===== src/sv/first_fit_interval_reservation_macros.svh =====
// Assertion macros used by the reservation block's datapath.
`ifndef FIRST_FIT_INTERVAL_RESERVATION_MACROS_SVH
`define FIRST_FIT_INTERVAL_RESERVATION_MACROS_SVH

// Condition that holds at every clock edge outside reset.
`define FFIR_ASSERT_ALWAYS(label, cond, msg) \
  label: assert property (@(posedge clk) disable iff (rst) (cond)) else $error(msg);

// Consequent that must hold in the same cycle as the antecedent.
`define FFIR_ASSERT_IMPL(label, ante, cons, msg) \
  label: assert property (@(posedge clk) disable iff (rst) (ante) |-> (cons)) else $error(msg);

// Consequent that must hold in the cycle after the antecedent.
`define FFIR_ASSERT_NEXT(label, ante, cons, msg) \
  label: assert property (@(posedge clk) disable iff (rst) (ante) |=> (cons)) else $error(msg);

`endif


===== src/sv/ffir_pkg.sv =====
// Types and constants shared by the first-fit reservation block.
`timescale 1ns / 1ps
package ffir_pkg;

  localparam int NUM_RESOURCES_DEF = 4;
  localparam int MAX_BOOKINGS_DEF  = 16;

  localparam int DAY_W  = 10;
  localparam int TIME_W = 11;
  localparam int CFG_W  = 3;
  localparam int IDX_W  = 2;

  localparam logic [CFG_W-1:0] CFG_RESET = 3'd3;

  // Request layout doubles as the stored booking word: day, start, end.
  typedef struct packed {
    logic [DAY_W-1:0]  day;
    logic [TIME_W-1:0] start_time;
    logic [TIME_W-1:0] end_time;
  } req_t;

  typedef struct packed {
    logic             granted;
    logic [IDX_W-1:0] resource_index;
  } rsp_t;

  // Controller to datapath commands.
  typedef struct packed {
    logic load_req;
    logic res_next;
    logic scan_start;
    logic scan_issue;
    logic commit;
    logic granted;
  } ctl_cmd_t;

  // Datapath to controller status.
  typedef struct packed {
    logic res_end;
    logic res_full;
    logic scan_more;
    logic hit;
    logic out_free;
  } ctl_stat_t;

endpackage


===== src/sv/ffir_ctrl.sv =====
// Sequencer that walks the resources and their bookings for one request.
`timescale 1ns / 1ps
module ffir_ctrl (
  input  logic                clk,
  input  logic                rst,
  input  logic                req_valid,
  output logic                req_ready,
  input  ffir_pkg::ctl_stat_t stat,
  output ffir_pkg::ctl_cmd_t  cmd
);
  import ffir_pkg::*;

  typedef enum logic [1:0] {
    IDLE,
    PICK,
    SCAN,
    COMMIT
  } state_t;

  state_t state;
  logic   grant;

  always_ff @(posedge clk) begin
    if (rst) begin
      state <= IDLE;
      grant <= 1'b0;
    end else begin
      case (state)
        IDLE: begin
          if (req_valid) begin
            state <= PICK;
          end
        end
        PICK: begin
          if (stat.res_end) begin
            grant <= 1'b0;
            state <= COMMIT;
          end else if (!stat.res_full) begin
            state <= SCAN;
          end
        end
        SCAN: begin
          if (stat.hit) begin
            state <= PICK;
          end else if (!stat.scan_more) begin
            grant <= 1'b1;
            state <= COMMIT;
          end
        end
        COMMIT: begin
          if (stat.out_free) begin
            state <= IDLE;
          end
        end
        default: state <= IDLE;
      endcase
    end
  end

  always_comb begin
    cmd            = '0;
    cmd.granted    = grant;
    req_ready      = (state == IDLE);
    case (state)
      IDLE:   cmd.load_req = req_valid;
      PICK: begin
        cmd.res_next   = !stat.res_end && stat.res_full;
        cmd.scan_start = !stat.res_end && !stat.res_full;
      end
      SCAN: begin
        cmd.res_next   = stat.hit;
        cmd.scan_issue = !stat.hit && stat.scan_more;
      end
      COMMIT: cmd.commit = stat.out_free;
      default: cmd = '0;
    endcase
  end

endmodule


===== src/sv/ffir_datapath.sv =====
// Resource setting, request register, booking store, counts, scan pointers and result register.
`timescale 1ns / 1ps
`include "first_fit_interval_reservation_macros.svh"
module ffir_datapath #(
  parameter int NUM_RESOURCES = ffir_pkg::NUM_RESOURCES_DEF,
  parameter int MAX_BOOKINGS  = ffir_pkg::MAX_BOOKINGS_DEF
) (
  input  logic                         clk,
  input  logic                         rst,
  input  logic                         cfg_valid,
  input  logic [ffir_pkg::CFG_W-1:0]   cfg_data,
  input  ffir_pkg::req_t               req_data,
  output logic                         rsp_valid,
  input  logic                         rsp_ready,
  output ffir_pkg::rsp_t               rsp_data,
  input  ffir_pkg::ctl_cmd_t           cmd,
  output ffir_pkg::ctl_stat_t          stat
);
  import ffir_pkg::*;

  localparam int DEPTH  = NUM_RESOURCES * MAX_BOOKINGS;
  localparam int AW     = (DEPTH > 1) ? $clog2(DEPTH) : 1;
  localparam int RCW    = $clog2(NUM_RESOURCES + 1);
  localparam int RIW    = (NUM_RESOURCES > 1) ? $clog2(NUM_RESOURCES) : 1;
  localparam int CNW    = $clog2(MAX_BOOKINGS + 1);
  localparam int BIW    = (MAX_BOOKINGS > 1) ? $clog2(MAX_BOOKINGS) : 1;
  localparam int CMPW   = (RCW > CFG_W) ? RCW : CFG_W;

  logic [CFG_W-1:0] resources_in_use;
  req_t             req;
  logic [RCW-1:0]   res;
  logic [CNW-1:0]   entry;
  logic [CNW-1:0]   booking_count [NUM_RESOURCES];
  req_t             booking_store [DEPTH];
  req_t             rd_data;
  logic             rd_valid;

  logic [RIW-1:0]   res_idx;
  logic [CNW-1:0]   cur_count;
  logic [AW-1:0]    base_addr;
  logic [AW-1:0]    rd_addr;
  logic [AW-1:0]    wr_addr;
  logic             overlap;
  logic             wr_grant;

  assign res_idx   = res[RIW-1:0];
  assign cur_count = booking_count[res_idx];
  assign base_addr = AW'(res_idx) * AW'(MAX_BOOKINGS);
  assign rd_addr   = base_addr + AW'(entry[BIW-1:0]);
  assign wr_addr   = base_addr + AW'(cur_count[BIW-1:0]);
  assign wr_grant  = cmd.commit && cmd.granted;

  assign overlap = (rd_data.day == req.day) &&
                   (rd_data.start_time < req.end_time) &&
                   (req.start_time < rd_data.end_time);

  always_comb begin
    stat.res_end   = (CMPW'(res) >= CMPW'(resources_in_use)) ||
                     (res >= RCW'(NUM_RESOURCES));
    stat.res_full  = (cur_count == CNW'(MAX_BOOKINGS));
    stat.scan_more = (entry < cur_count);
    stat.hit       = rd_valid && overlap;
    stat.out_free  = !rsp_valid || rsp_ready;
  end

  always_ff @(posedge clk) begin
    if (rst) begin
      resources_in_use <= CFG_RESET;
    end else if (cfg_valid) begin
      resources_in_use <= cfg_data;
    end
  end

  // Scan pointers and the request being served.
  always_ff @(posedge clk) begin
    if (cmd.load_req) begin
      req <= req_data;
      res <= '0;
    end else if (cmd.res_next) begin
      res <= res + RCW'(1);
    end
    if (cmd.scan_start) begin
      entry <= '0;
    end else if (cmd.scan_issue) begin
      entry <= entry + CNW'(1);
    end
  end

  always_ff @(posedge clk) begin
    if (rst) begin
      rd_valid <= 1'b0;
    end else begin
      rd_valid <= cmd.scan_issue;
    end
  end

  // Booking store: one write port, one registered read port.
  always_ff @(posedge clk) begin
    if (wr_grant) begin
      booking_store[wr_addr] <= req;
    end
    if (cmd.scan_issue) begin
      rd_data <= booking_store[rd_addr];
    end
  end

  always_ff @(posedge clk) begin
    if (rst) begin
      for (int k = 0; k < NUM_RESOURCES; k++) begin
        booking_count[k] <= '0;
      end
    end else if (wr_grant) begin
      booking_count[res_idx] <= cur_count + CNW'(1);
    end
  end

  // Result register; hold until the transfer completes.
  always_ff @(posedge clk) begin
    if (rst) begin
      rsp_valid <= 1'b0;
    end else if (cmd.commit) begin
      rsp_valid <= 1'b1;
    end else if (rsp_ready) begin
      rsp_valid <= 1'b0;
    end
  end

  always_ff @(posedge clk) begin
    if (cmd.commit) begin
      rsp_data.granted        <= cmd.granted;
      rsp_data.resource_index <= cmd.granted ? IDX_W'(res) : '0;
    end
  end

  `FFIR_ASSERT_IMPL(a_grant_has_room, wr_grant, !stat.res_end && !stat.res_full, "grant without room")
  `FFIR_ASSERT_IMPL(a_issue_in_range, cmd.scan_issue, stat.scan_more && !stat.res_end, "read past count")
  `FFIR_ASSERT_IMPL(a_commit_slot_free, cmd.commit, stat.out_free, "result overwritten")
  `FFIR_ASSERT_NEXT(a_count_advances, wr_grant, rsp_valid && rsp_data.granted, "grant not reported")

endmodule


===== src/sv/first_fit_interval_reservation.sv =====
// Operation: per resource offered, PICK skips it if full, else SCAN reads its bookings from
// the store (one booking read per cycle) until a clash or the last one; then COMMIT.
// Throughput: one request at a time; the next is taken once the result is registered.
// Set by the single read port of the booking store walked one entry per cycle.
// Reset (rst, synchronous): booking counts zero, resources_in_use = 3, no result pending.
`timescale 1ns / 1ps
module first_fit_interval_reservation #(
  parameter int NUM_RESOURCES = ffir_pkg::NUM_RESOURCES_DEF,
  parameter int MAX_BOOKINGS  = ffir_pkg::MAX_BOOKINGS_DEF
) (
  input  logic                       clk,
  input  logic                       rst,
  input  logic                       cfg_valid,
  output logic                       cfg_ready,
  input  logic [ffir_pkg::CFG_W-1:0] cfg_data,
  input  logic                       req_valid,
  output logic                       req_ready,
  input  ffir_pkg::req_t             req_data,
  output logic                       rsp_valid,
  input  logic                       rsp_ready,
  output ffir_pkg::rsp_t             rsp_data
);
  import ffir_pkg::*;

  ctl_cmd_t  cmd;
  ctl_stat_t stat;

  assign cfg_ready = 1'b1;

  ffir_ctrl u_ctrl (
    .clk       (clk),
    .rst       (rst),
    .req_valid (req_valid),
    .req_ready (req_ready),
    .stat      (stat),
    .cmd       (cmd)
  );

  ffir_datapath #(
    .NUM_RESOURCES (NUM_RESOURCES),
    .MAX_BOOKINGS  (MAX_BOOKINGS)
  ) u_datapath (
    .clk       (clk),
    .rst       (rst),
    .cfg_valid (cfg_valid),
    .cfg_data  (cfg_data),
    .req_data  (req_data),
    .rsp_valid (rsp_valid),
    .rsp_ready (rsp_ready),
    .rsp_data  (rsp_data),
    .cmd       (cmd),
    .stat      (stat)
  );

endmodule


===== config.mk =====
export PLATFORM = sky130hd
export DESIGN_NAME = first_fit_interval_reservation
export DESIGN_NICKNAME = d
export VERILOG_FILES = /design/src/sv/ffir_pkg.sv /design/src/sv/ffir_ctrl.sv /design/src/sv/ffir_datapath.sv /design/src/sv/first_fit_interval_reservation.sv
export VERILOG_INCLUDE_DIRS = /design/src /design/src/sv
export SDC_FILE = /design/constraint.sdc
export NUM_CORES = 2
export LEC_CHECK = 0
export ABC_CLOCK_PERIOD_IN_PS = 9820
export BUFFER_PORTS_ARGS = -buffer_cell sky130_fd_sc_hd__buf_4
export CAP_MARGIN = 5
export CORE_ASPECT_RATIO = 0.7
export CORE_MARGIN = 2
export CORE_UTILIZATION = 40
export DETAILED_ROUTE_END_ITERATION = 16
export PLACE_DENSITY_LB_ADDON = 0.05
export SLEW_MARGIN = 25
export SYNTH_ARGS = -nofsm -noshare
export SYNTH_HDL_FRONTEND = slang
export SYNTH_SLANG_ARGS = --single-unit

===== constraint.sdc =====
create_clock -name clk -period 9.82 [get_ports clk]
set_input_delay 0 -clock clk [delete_from_list [all_inputs] [get_ports clk]]
set_output_delay 0 -clock clk [all_outputs]
set_load 0.05 [all_outputs]

==> run metrics <==
combinational share of power 17.0%; cell count after synthesis 3574; htree depth 4; GPL Wtd Cong 0.8081; synth unique cells 47; core area between 200000 and 250000 µm²; die area 210700 µm²; ranking of synthesized cells by area edfxtp_1 77%, mux4_2 16%, mux2i_1 0.77%; DRC violation total after the first TritonRoute iteration about 5000; status finished, final reports clean; I/O pin cnt 46; ys flop type edfxtp_1; sequential-to-total area share from yosys stat 77.85%; relative slew slack 17.17%; syn_area_per_cell 23.17 µm²; vias in the first global route approximately 40000; Post-synth EDFFs ~2100; commonest cells in the netlist 2135 x edfxtp_1, 588 x mux4_2, 104 x nor2_1, 86 x clkbuf_1, 74 x a21oi_1; DIE HEIGHT 384.7 µm; sw power 0.005985 W; max-slew violations 0; area fraction of the dominant cell type after synthesis 77.42%; largest net degree at the start of global routing roughly 150; First-pass DRT Iterations 6; RSZ-0062 raised after global routing false; Port Buf Inserts 44; Startpoint Class register; Inst Count DP 6323; worst skew pair latency 0.87 ns; MaxCap Viol Count 0; Reg2Reg Depth 6; yosys warns 0; Area growth syn-to-layout 14.55%; sequential power share between 40 and 50%; Worst Hold Class input port to register; Leak between 20 and 30 nW; CTS tree built; CP Data Arrival Time 5.35 ns; initial antenna violation count 24; Crit. End Element register; clock share of power 35.2%; switching share of power 26.49%; Synth Register Bits 2153; routed wire length 243700 µm; placement row count 139; grt total ovfl 0; Yosys top cell by area edfxtp_1; Layout Skew 0.03481 ns; Post-Layout Cell Count 6794; fillers 16837; Worst EP required 10.42 ns; Tmin final approximately 4.8 ns; clk buf depth 4; Via density about 5.8; Worst Hold Depth 5; count leader, synth edfxtp_1; CTS root buf clkbuf_16; WS Path Type register to register; die width 547.8 µm; TritonCTS Sinks 2153; pwr/cell area 238.1 nW/µm²; Detail Placement HPWL between 100000 and 150000 µm; Worst Path Max Fanout between 150 and 200; period utilization ~48%; Routed Antenna Nets 0; fraction of registers with async set/reset 0%; VDD IR max 0.1704 mV; FMAX 210.5 MHz; Worst-path clk slew 0.07 ns; gr usage total 23.06%; post-CTS sizing 0; total number of vias just under 40000; Worst-Margin Slew 1.232 ns; WL per Instance 35.87 µm; final hold violation count 0; first-pass GRT wire length around 330000 µm; DR DRC count 0; setup TNS 0 ns; internal power 0.01661 W; Setup Viol. Count Final 0; fraction of layout cells with a size suffix above 1 28.26%; initial core utilization 40.32%; Nets 3948; Synth Net Count 3652; Cell Area, Synth 82810 µm²; CTS buffer count between 200 and 250
==> power by group through the flow <==
| stage | Sequential, W | Clock [W] | Combinational [W] |
|---|---|---|---|
| after floorplan | 0.0111 | 0 | 0.00216 |
| after global placement | 0.0110 | 0 | 0.00375 |
| after detailed placement | 0.0110 | 0 | 0.00383 |
| after CTS | 0.0108 | 0.00812 | 0.00387 |
| after global routing | 0.0108 | 0.00848 | 0.00410 |
| final | 0.0108 | 0.00796 | 0.00385 |
==> kinds of logic after synthesis <==
group	after synthesis	synth area share (%)
xor gates and xnor gates	13	0.1375
adders and majority gates	38	0.5741
muxes	652	16.76
AOI/OAI and AO/OA	228	1.866
DFF	2153	77.85
and+or+nand+nor	271	1.529
buffers and inverters	218	1.272
other	1	0.004528
==> worst paths after layout <==
check	startpoint	to	slack (ns)
worst min-delay path	rsp_ready	u_datapath.rsp_valid	0.10
worst max-delay path	u_datapath.entry[1]	u_datapath.rd_data[14]	5.07
worst max register to register	u_datapath.entry[1]	u_datapath.rd_data[14]	5.07
worst min register to register	u_datapath.res[2]	u_datapath.res[2]	0.51
==> worst max-delay path, stage by stage (launching register included) <==
cell	delay [ns]
dfxtp_4	0.99
buf_12	0.75
buf_4	0.79
mux4_2	0.44
mux4_2	0.57
a22oi_1	0.60
nand2_1	0.12
==> layout make-up <==
cell class / instances / area (µm²) / area share, %
diodes: 8 / 20.02 / 0.02110
inverters: 37 / 138.9 / 0.1464
multi-input cells: 1203 / 17830 / 18.80
repair buffers: 263 / 2288 / 2.412
flip-flops and latches: 2153 / 64490 / 67.98
well taps: 2749 / 3440 / 3.626
clock inverters: 112 / 1026 / 1.082
clock buffers: 269 / 5635 / 5.940
==> per-stage QoR <==
| step | setup slack (ns) | hold slack (ns) | utilization, % | power [W] | area, µm² |
|---|---|---|---|---|---|
| 6_report | 5.069 | 0.1005 | 46.19 | 0.02259 | 94870 |
| 5_1_grt | 4.878 | 0.09762 | 46.18 | 0.02337 | 94850 |
| 4_1_cts | 4.916 | 0.02099 | 46.15 | 0.02278 | 94800 |
| 3_5_place_dp | 4.909 | 0.1795 | 42.52 | 0.01482 | 87330 |
| 3_3_place_gp | 4.897 | 0.1783 | 42.51 | 0.01474 | 87320 |
| 2_1_floorplan | 5.748 | 0.06907 | - | 0.01331 | 82810 |
==> layout by cell type (no fill, tap or decap), types with 3 or more instances in the layout <==
master            n
edfxtp_1       2135
o21ai_0          12
nand2_1          63
nand3_1          17
inv_1            34
clkinv_2         33
clkinv_1         48
bufinv_16        18
a22oi_1          53
nor2_4           69
clkinvlp_4        8
dfxtp_1          14
dlygate4sd3_1    81
a21oi_2           5
a22o_1            6
nand2b_1          3
buf_12            7
xnor2_1          12
dfxtp_4           4
buf_4           173
nor2_1           35
clkbuf_16       217
a211oi_1         58
ha_1             38
mux2i_1          64
nor2b_1          63
a221o_1           7
a31oi_1           3
and2_1            3
mux4_2          588
diode_2           8
nand4_1           6
clkbuf_1         51
a31o_2            3
a21oi_1          69
clkinv_4          4
==> registers in the layout (all words and copies together), names as in the netlist, named ones only <==
signal and flops:
u_datapath.resources_in_use 3, u_ctrl.grant 1, u_datapath.rsp_data 3, u_ctrl.state 2
u_datapath.rd_valid 1, u_datapath.booking_store 2048, u_datapath.rsp_valid 1, u_datapath.rd_data 32
u_datapath.entry 5, u_datapath.booking_count 20, u_datapath.req 32, u_datapath.res 3
==> layer usage <==
layer,track usage (%),wire (µm)
met1,33.99,107900
met5,0,0
met3,6.305,22730
met2,34.05,107100
met4,5.721,5966
==> timing repair <==
item,4_1_cts,5_1_grt
hold endpoints to repair,52,0
setup buffers,0,0
hold buffers,81,0
No activity file was read; power rests on OpenSTA's default activity.
